--- config.mk ---
export PLATFORM = sky130hd
export DESIGN_NAME = fm_operator_level_scaler_unit
export DESIGN_NICKNAME = d
export VERILOG_FILES = /design/src/hdl/fmols_pkg.sv /design/src/hdl/fmols_patch_table.sv /design/src/hdl/fmols_op_unit.sv /design/src/hdl/fm_operator_level_scaler_unit.sv
export SDC_FILE = /design/constraint.sdc
export NUM_CORES = 1
export LEC_CHECK = 0
export BUFFER_PORTS_ARGS = -buffer_cell sky130_fd_sc_hd__buf_2
export CORE_ASPECT_RATIO = 1.2
export CORE_MARGIN = 4
export CORE_UTILIZATION = 40
export CTS_BUF_LIST = sky130_fd_sc_hd__clkbuf_16
export DETAILED_ROUTE_END_ITERATION = 10
export PLACE_DENSITY = 0.61
export SLEW_MARGIN = 40
export SYNTH_ARGS = -nofsm -noshare
export SYNTH_HDL_FRONTEND = slang
export SYNTH_HIERARCHICAL = 1
export SYNTH_SLANG_ARGS = --single-unit
export TNS_END_PERCENT = 30
--- constraint.sdc ---
create_clock -name i_clk -period 7.43 [get_ports i_clk]
set_clock_uncertainty 0.05 [all_clocks]
set_input_delay 0.743 -clock i_clk [delete_from_list [all_inputs] [get_ports i_clk]]
set_output_delay 0.743 -clock i_clk [all_outputs]
set_load 0.01 [all_outputs]
--- src/hdl/fmols_pkg.sv ---
// types, constants and key-scale tables shared by the operator level scaler
`default_nettype none

package fmols_pkg;

    localparam int unsigned CH_W       = 3;
    localparam int unsigned SENS_W     = 32;
    localparam int unsigned BASE_W     = 28;
    localparam int unsigned LVL_W      = 7;
    localparam int unsigned NUM_OPS    = 4;
    localparam int unsigned OP_W       = 2;
    localparam int unsigned KS_IDX_W   = 6;
    localparam int unsigned KS_W       = 8;
    localparam int unsigned EXTRA_W    = 8;
    localparam int unsigned MAG_W      = 4;
    localparam int unsigned PROD_W     = KS_W + MAG_W;
    localparam int unsigned TERM_W     = PROD_W - 7;
    localparam int unsigned SUM_W      = 9;
    localparam int unsigned ALG_W      = 3;

    localparam logic [LVL_W-1:0] LEVEL_MAX = 7'h7F;

    typedef enum logic {
        CMD_LOAD   = 1'b0,
        CMD_UPDATE = 1'b1
    } t_cmd;

    typedef enum logic [1:0] {
        ST_IDLE,
        ST_CALC,
        ST_FIN
    } t_state;

    typedef struct packed {
        logic              valid;
        logic [SENS_W-1:0] sens;
    } t_patch_entry;

    typedef struct packed {
        logic [7:0]          sens;
        logic [KS_IDX_W-1:0] note_idx;
        logic [LVL_W-1:0]    base;
        logic [EXTRA_W-1:0]  extra;
        logic                add_extra;
    } t_op_req;

    localparam logic [ALG_W-1:0] OP_ALG_LIMIT [NUM_OPS] = '{3'd7, 3'd5, 3'd4, 3'd0};

    localparam logic [KS_W-1:0] KS_RISE [64] = '{
        8'h00, 8'h00, 8'h00, 8'h00, 8'h00, 8'h00, 8'h00, 8'h05,
        8'h0A, 8'h0F, 8'h14, 8'h19, 8'h1E, 8'h22, 8'h27, 8'h2C,
        8'h31, 8'h36, 8'h3B, 8'h40, 8'h45, 8'h4A, 8'h4F, 8'h54,
        8'h59, 8'h5E, 8'h62, 8'h67, 8'h6C, 8'h71, 8'h76, 8'h7B,
        8'h80, 8'h85, 8'h8A, 8'h8F, 8'h94, 8'h99, 8'h9E, 8'hA2,
        8'hA7, 8'hAC, 8'hB1, 8'hB6, 8'hBB, 8'hC0, 8'hC5, 8'hCA,
        8'hCF, 8'hD4, 8'hD9, 8'hDE, 8'hE2, 8'hE7, 8'hEC, 8'hF1,
        8'hF6, 8'hFB, 8'hFE, 8'hFF, 8'hFF, 8'hFF, 8'hFF, 8'hFF
    };

    localparam logic [KS_W-1:0] KS_FALL [64] = '{
        8'hFF, 8'hFF, 8'hFF, 8'hFF, 8'hFF, 8'hFF, 8'hFF, 8'hFF,
        8'hFE, 8'hFD, 8'hFC, 8'hFA, 8'hF8, 8'hF6, 8'hF3, 8'hF0,
        8'hEC, 8'hE8, 8'hE4, 8'hDF, 8'hDA, 8'hD4, 8'hCF, 8'hC8,
        8'hC2, 8'hBB, 8'hB3, 8'hAB, 8'hA3, 8'h9B, 8'h92, 8'h89,
        8'h7F, 8'h75, 8'h6C, 8'h63, 8'h5B, 8'h53, 8'h4B, 8'h43,
        8'h3C, 8'h36, 8'h2F, 8'h2A, 8'h24, 8'h1F, 8'h1A, 8'h16,
        8'h12, 8'h0E, 8'h0B, 8'h08, 8'h06, 8'h04, 8'h02, 8'h01,
        8'h01, 8'h01, 8'h01, 8'h00, 8'h00, 8'h00, 8'h00, 8'h00
    };

endpackage

`default_nettype wire

--- src/hdl/fmols_patch_table.sv ---
// per-channel patch table: valid flags with reset, sensitivity words without
`default_nettype none

module fmols_patch_table #(
    parameter int unsigned NUM_CHANNELS = 8,
    parameter int unsigned IDX_W        = 3
) (
    input  wire logic                           i_clk,
    input  wire logic                           i_rst_n,
    input  wire logic                           i_wr_en,
    input  wire logic [IDX_W-1:0]               i_wr_idx,
    input  wire fmols_pkg::t_patch_entry        i_wr_entry,
    input  wire logic [IDX_W-1:0]               i_rd_idx,
    output fmols_pkg::t_patch_entry             o_rd_entry
);

    logic                          r_valid [NUM_CHANNELS];
    logic [fmols_pkg::SENS_W-1:0]  r_sens  [NUM_CHANNELS];

    always_ff @(posedge i_clk) begin
        if (!i_rst_n) begin
            for (int i = 0; i < int'(NUM_CHANNELS); i++) begin
                r_valid[i] <= 1'b0;
            end
        end else if (i_wr_en) begin
            r_valid[i_wr_idx] <= i_wr_entry.valid;
        end
    end

    always_ff @(posedge i_clk) begin
        if (i_wr_en) begin
            r_sens[i_wr_idx] <= i_wr_entry.sens;
        end
    end

    always_comb begin
        o_rd_entry.valid = r_valid[i_rd_idx];
        o_rd_entry.sens  = r_sens[i_rd_idx];
    end

endmodule

`default_nettype wire

--- src/hdl/fmols_op_unit.sv ---
// shared operator unit: key-scale lookup, multiply, add and saturate
`default_nettype none

module fmols_op_unit (
    input  wire fmols_pkg::t_op_req            i_req,
    output logic [fmols_pkg::LVL_W-1:0]        o_level
);

    logic [fmols_pkg::KS_W-1:0]   factor;
    logic [fmols_pkg::PROD_W-1:0] prod;
    logic [fmols_pkg::TERM_W-1:0] term;
    logic [fmols_pkg::SUM_W-1:0]  sum;

    always_comb begin
        factor = i_req.sens[7] ? fmols_pkg::KS_FALL[i_req.note_idx]
                               : fmols_pkg::KS_RISE[i_req.note_idx];
        prod   = fmols_pkg::PROD_W'(factor)
               * fmols_pkg::PROD_W'(i_req.sens[fmols_pkg::MAG_W-1:0]);
        term   = prod[fmols_pkg::PROD_W-1:7];
        sum    = fmols_pkg::SUM_W'(term) + fmols_pkg::SUM_W'(i_req.base)
               + (i_req.add_extra ? fmols_pkg::SUM_W'(i_req.extra) : '0);
        o_level = (sum > fmols_pkg::SUM_W'(fmols_pkg::LEVEL_MAX))
                ? fmols_pkg::LEVEL_MAX : sum[fmols_pkg::LVL_W-1:0];
    end

endmodule

`default_nettype wire

--- src/hdl/fm_operator_level_scaler_unit.sv ---
// top level of the operator level scaler: sequencer, item registers and result register
//
// Input channel: i_in_valid / o_in_stall, one transfer per command. A load command
// writes the channel's patch entry at the transfer; an update command reads it.
// Output channel: o_out_valid / i_out_stall, exactly one result per input transfer.
// A load, or an update that computes nothing (invalid entry, no note, channel out
// of range), goes from idle straight to the finish state; an update that computes
// levels first steps the one shared operator unit over the four operators, one
// operator a cycle, in the calc state. The finish state loads the result register
// once it is free, and the sequencer takes the next item only back in idle.
// o_in_stall is high while an item is being worked on.
// When the receiver stalls, the result register holds its value; the next item is
// still taken and worked on, and waits to be moved across until the register frees.
// Reset clears every patch entry to invalid and empties the result register.
`default_nettype none

module fm_operator_level_scaler_unit #(
    parameter int unsigned NUM_CHANNELS = 8
) (
    input  wire logic                                i_clk,
    input  wire logic                                i_rst_n,
    input  wire logic                                i_in_valid,
    output logic                                     o_in_stall,
    input  wire logic                                i_in_cmd,
    input  wire logic [fmols_pkg::CH_W-1:0]          i_in_channel,
    input  wire logic                                i_in_patch_valid,
    input  wire logic [fmols_pkg::SENS_W-1:0]        i_in_patch_sens,
    input  wire logic                                i_in_note_active,
    input  wire logic [6:0]                          i_in_note_number,
    input  wire logic [6:0]                          i_in_note_velocity,
    input  wire logic [6:0]                          i_in_channel_volume,
    input  wire logic [fmols_pkg::ALG_W-1:0]         i_in_algorithm,
    input  wire logic [fmols_pkg::BASE_W-1:0]        i_in_base_levels,
    output logic                                     o_out_valid,
    input  wire logic                                i_out_stall,
    output logic [fmols_pkg::CH_W-1:0]               o_out_channel_out,
    output logic                                     o_out_updated,
    output logic [fmols_pkg::LVL_W-1:0]              o_out_level_op0,
    output logic [fmols_pkg::LVL_W-1:0]              o_out_level_op1,
    output logic [fmols_pkg::LVL_W-1:0]              o_out_level_op2,
    output logic [fmols_pkg::LVL_W-1:0]              o_out_level_op3
);

    localparam int unsigned IDX_W = (NUM_CHANNELS > 1) ? $clog2(NUM_CHANNELS) : 1;

    fmols_pkg::t_state r_state, n_state;

    logic                             in_xfer;
    logic                             in_range;
    logic                             is_update;
    logic [IDX_W-1:0]                 tbl_idx;
    logic                             tbl_wr_en;
    fmols_pkg::t_patch_entry          tbl_wr_entry;
    fmols_pkg::t_patch_entry          tbl_rd_entry;
    logic                             do_calc;
    logic                             calc_en;
    logic                             out_load;
    logic                             last_op;
    fmols_pkg::t_op_req               op_req;
    logic [fmols_pkg::LVL_W-1:0]      op_level;

    logic [fmols_pkg::CH_W-1:0]       r_channel;
    logic                             r_updated;
    logic [fmols_pkg::SENS_W-1:0]     r_sens;
    logic [fmols_pkg::KS_IDX_W-1:0]   r_note_idx;
    logic [fmols_pkg::EXTRA_W-1:0]    r_extra;
    logic [fmols_pkg::ALG_W-1:0]      r_alg;
    logic [fmols_pkg::BASE_W-1:0]     r_base;
    logic [fmols_pkg::OP_W-1:0]       r_op;
    logic [fmols_pkg::LVL_W-1:0]      r_level [fmols_pkg::NUM_OPS];

    logic                             r_out_valid;
    logic [fmols_pkg::CH_W-1:0]       r_out_channel;
    logic                             r_out_updated;
    logic [fmols_pkg::LVL_W-1:0]      r_out_level [fmols_pkg::NUM_OPS];

    assign in_xfer   = i_in_valid && !o_in_stall;
    assign in_range  = (32'(i_in_channel) < NUM_CHANNELS);
    assign is_update = (i_in_cmd == fmols_pkg::CMD_UPDATE);
    assign tbl_idx   = IDX_W'(i_in_channel);
    assign tbl_wr_en = in_xfer && !is_update && in_range;
    assign tbl_wr_entry.valid = i_in_patch_valid;
    assign tbl_wr_entry.sens  = i_in_patch_sens;
    assign do_calc   = is_update && in_range && tbl_rd_entry.valid && i_in_note_active;
    assign last_op   = (r_op == fmols_pkg::OP_W'(fmols_pkg::NUM_OPS - 1));

    fmols_patch_table #(
        .NUM_CHANNELS (NUM_CHANNELS),
        .IDX_W        (IDX_W)
    ) u_table (
        .i_clk      (i_clk),
        .i_rst_n    (i_rst_n),
        .i_wr_en    (tbl_wr_en),
        .i_wr_idx   (tbl_idx),
        .i_wr_entry (tbl_wr_entry),
        .i_rd_idx   (tbl_idx),
        .o_rd_entry (tbl_rd_entry)
    );

    always_comb begin
        op_req.sens      = r_sens[r_op*8 +: 8];
        op_req.note_idx  = r_note_idx;
        op_req.base      = r_base[r_op*fmols_pkg::LVL_W +: fmols_pkg::LVL_W];
        op_req.extra     = r_extra;
        op_req.add_extra = (r_alg >= fmols_pkg::OP_ALG_LIMIT[r_op]);
    end

    fmols_op_unit u_op (
        .i_req   (op_req),
        .o_level (op_level)
    );

    // next state
    always_comb begin
        n_state = r_state;
        unique case (r_state)
            fmols_pkg::ST_IDLE: begin
                if (in_xfer) begin
                    n_state = do_calc ? fmols_pkg::ST_CALC : fmols_pkg::ST_FIN;
                end
            end
            fmols_pkg::ST_CALC: begin
                if (last_op) begin
                    n_state = fmols_pkg::ST_FIN;
                end
            end
            fmols_pkg::ST_FIN: begin
                if (!r_out_valid || !i_out_stall) begin
                    n_state = fmols_pkg::ST_IDLE;
                end
            end
            default: n_state = fmols_pkg::ST_IDLE;
        endcase
    end

    // sequencer outputs
    always_comb begin
        o_in_stall = 1'b1;
        calc_en    = 1'b0;
        out_load   = 1'b0;
        unique case (r_state)
            fmols_pkg::ST_IDLE: o_in_stall = 1'b0;
            fmols_pkg::ST_CALC: calc_en = 1'b1;
            fmols_pkg::ST_FIN:  out_load = !r_out_valid || !i_out_stall;
            default: o_in_stall = 1'b1;
        endcase
    end

    always_ff @(posedge i_clk) begin
        if (!i_rst_n) begin
            r_state     <= fmols_pkg::ST_IDLE;
            r_op        <= '0;
            r_out_valid <= 1'b0;
        end else begin
            r_state <= n_state;
            if (in_xfer) begin
                r_op <= '0;
            end else if (calc_en) begin
                r_op <= r_op + 1'b1;
            end
            if (out_load) begin
                r_out_valid <= 1'b1;
            end else if (!i_out_stall) begin
                r_out_valid <= 1'b0;
            end
        end
    end

    // item registers
    always_ff @(posedge i_clk) begin
        if (in_xfer) begin
            r_channel  <= i_in_channel;
            r_updated  <= do_calc;
            r_sens     <= tbl_rd_entry.sens;
            r_note_idx <= i_in_note_number[6:1];
            r_extra    <= fmols_pkg::EXTRA_W'(fmols_pkg::LEVEL_MAX - i_in_channel_volume)
                        + fmols_pkg::EXTRA_W'(fmols_pkg::LEVEL_MAX - i_in_note_velocity);
            r_alg      <= i_in_algorithm;
            r_base     <= i_in_base_levels;
            for (int i = 0; i < int'(fmols_pkg::NUM_OPS); i++) begin
                r_level[i] <= '0;
            end
        end else if (calc_en) begin
            r_level[r_op] <= op_level;
        end
    end

    // result register
    always_ff @(posedge i_clk) begin
        if (out_load) begin
            r_out_channel <= r_channel;
            r_out_updated <= r_updated;
            r_out_level   <= r_level;
        end
    end

    assign o_out_valid       = r_out_valid;
    assign o_out_channel_out = r_out_channel;
    assign o_out_updated     = r_out_updated;
    assign o_out_level_op0   = r_out_level[0];
    assign o_out_level_op1   = r_out_level[1];
    assign o_out_level_op2   = r_out_level[2];
    assign o_out_level_op3   = r_out_level[3];

endmodule

`default_nettype wire

==> results_dict.tcl <==
set metrics [dict create \
    post_drt_via_cell_ratio 5.14 \
    internal_power_component_mw 3.08 \
    cts_max_path_buffers 3 \
    timing_hold_violations_final 0 \
    grt_setup_unrepaired "no" \
    critical_path.top_delay_family "adder cells" \
    postSynthAreaPerCell_sq_um 14.7 \
    power.share.combinational_pct 18.4 \
    max-cap-violations 0 \
    postLayoutSetupSlackWorst_ps 459 \
    pre_cts_ws_ps -96.3 \
    min_path_type "in2reg" \
    p_switching_mw 1.10 \
    arrival_time_of_data_at_the_critical_path_endpoint_ps 7350 \
    tightest_slew_ps 816 \
    antenna_found_initial 2 \
    layout.cells.non_filler 1607 \
    worst_path_most_repeated_cell "fa_1" \
    critPathMaxFanout 17 \
    area_growth_syn_to_layout_pct 17.7 \
    drt_first_pass_iters 5 \
    gpl.final_weighted_congestion 0.876 \
    finish.net_count 1279 \
    timing.final.crit_period_ps 6970 \
    clkTransAtPathRegs_ps 60 \
    start_kind "register" \
    insertion_delay_ps 570 \
    multi_input_comb_area_sq_um 4930 \
    maxSlewHeadroom_pct 45.6 \
    gr-total-overflow 0 \
    layout.filler_cells 3143 \
    critPathBufInv 4 \
    timing.final.max_slew_violations 0 \
    synth.yosys.warnings 6 \
    start_util_pct 40.4 \
    vias_in_the_first_global_route 8311 \
    power.share.clock_pct 35.9 \
    placed_cells_incl_taps 1540 \
    clock_sink_count 302 \
    io_buffers 114 \
    cpPeakStageDelay_ps 510 \
    tritoncts.num_buffers 31 \
    grt_first_pass_wirelength_um 47400 \
    cts_root_buffer "clkbuf_16" \
    placed_wire_length_estimate_after_detailed_placement_um 20200 \
    power.static_leakage_nw 6.16 \
    h-tree-depth 1 \
    grt_start_max_net_pins 59 \
    worst-endpoint-required_ps 7810 \
    chipWidth_um 179 \
    seq_pwr_share_pct 45.7 \
    placeable_core_region_sq_um 34900 \
    num_rows 75 \
    post_synth_instance_area_sq_um 14100 \
    synthesis.instances 957 \
    cts_tree "built" \
    worst-setup-path-type "reg2reg" \
    die_area_sq_um 38400 \
    timing.critical_path.to_type "register" \
    wl_per_cell_um 19.0 \
    post-route-period-util_pct 93.8 \
    route.vias.total 8268 \
    final_layout_size_suffix_gt1_share_pct 32.1 \
    diodes 0 \
    pin_count 128 \
    status "finished, final reports clean" \
    post_synthesis_net_count 1116 \
    wl_um 30500 \
    globalRouteTotalUtil_pct 15.6 \
    worst_path_max_delay_cell "edfxtp_1" \
    drt_first_iter_violations 611 \
    worst_ir_drop_vdd_v 0.000185 \
    sequential_cell_area_sq_um 8660 \
    route.detailed.drc 0 \
    power.density_cell_area_nw_per_um2 252 \
    final_setup_fails 0 \
    max_freq_mhz 143 \
    die_h_um 214 \
    power.share.switching_pct 26.3 \
    remaining_antenna_violation_count 0 \
]
-- path summary, 6_finish.rpt --
check / startpoint / endpoint / slack [ps] / cells after the start
max: r_note_idx[3] / r_level[8] / 460 / 30
min: i_in_algorithm[2] / r_alg[2] / 290 / 1
max reg2reg: r_note_idx[3] / r_level[8] / 460 / 30
min reg2reg: r_channel[2] / o_out_channel_out[2] / 370 / 0
-- final cells by class --
cell class / count / share of cell area (%)
clock inverter: 27 / 1.32
multi-input combinational: 527 / 29.7
inverter: 72 / 1.64
sequential: 302 / 52.1
tap: 462 / 3.48
timing repair buffer: 186 / 7.02
clock buffer: 31 / 4.67
-- layer usage --
layer	GRT usage, %	part of all wire, %
met3	2.54	4.4
met2	27.5	52
met1	19.8	41
met4	5.18	2.9
met5	0	0.069
-- cells in the final DEF, fill, tap and decap left out, types with 4 or more instances in the layout --
master / count
edfxtp_1: 261
buf_2: 114
inv_1: 65
buf_4: 65
nand2_1: 60
mux4_2: 55
a21oi_1: 50
ha_1: 42
dfxtp_1: 41
nand3_1: 35
nor2_1: 32
clkbuf_16: 31
mux2_2: 22
mux2i_1: 20
fa_1: 17
and2_1: 17
o21ai_0: 16
nor2b_1: 13
nand2b_1: 10
o211ai_1: 10
inv_2: 9
xnor2_1: 8
a31oi_1: 7
clkinv_2: 7
clkinv_1: 6
xor2_1: 5
nand2_2: 5
o22ai_1: 5
o21ai_1: 4
a21o_1: 4
and3_1: 4
a211oi_2: 4
a221oi_1: 4
-- per-stage QoR --
stage          hold WS [ps]  instance area, sq um  TNS (ps)  util [%]  total power [mW]
2_1_floorplan           350                 14100         0         -              2.41
3_3_place_gp            353                 15400     -1770      44.1              2.67
3_5_place_dp            355                 15400      -678      44.2              2.68
4_1_cts                 251                 16400         0      47.1              4.20
5_1_grt                 262                 16600         0      47.6              4.39
6_report                291                 16600         0      47.6              4.18
-- registers in the layout (all words and copies together) (netlist names), 2 cells and up --
signal and flops:
r_extra 8, u_table/r_valid 8, r_base 28, r_op 2
r_channel 3, o_out_level_op0 7, o_out_channel_out 3, r_note_idx 6
r_level 28, r_sens 20, o_out_level_op2 7, r_alg 3
u_table/r_sens 160, r_state 2, o_out_level_op1 7, o_out_level_op3 7
-- power groups by stage --
stage               registers [mW]  logic [mW]  clock network, mW
global route                  1.91       0.856               1.62
detailed placement            1.94       0.738                  0
floorplan                     1.94       0.467                  0
finish                        1.91       0.770               1.50
CTS                           1.91       0.744               1.55
global placement              1.94       0.728                  0
-- worst reg2reg max path: cells and delay by family (launching register included) --
kind	cells	cell delay (ps)
simple gates	10	1600
fa+ha+maj	5	2150
flops	1	510
buf+inv	4	600
compound gates	10	1750
xor+xnor	1	140
-- what timing repair did --
action	CTS	global route
pin swaps	0	9
setup endpoints to repair	28	28
hold buffers	0	0
setup buffers	0	8
hold endpoints to repair	0	0
gates resized for setup	4	29
Power figures use the tool's default switching activity.
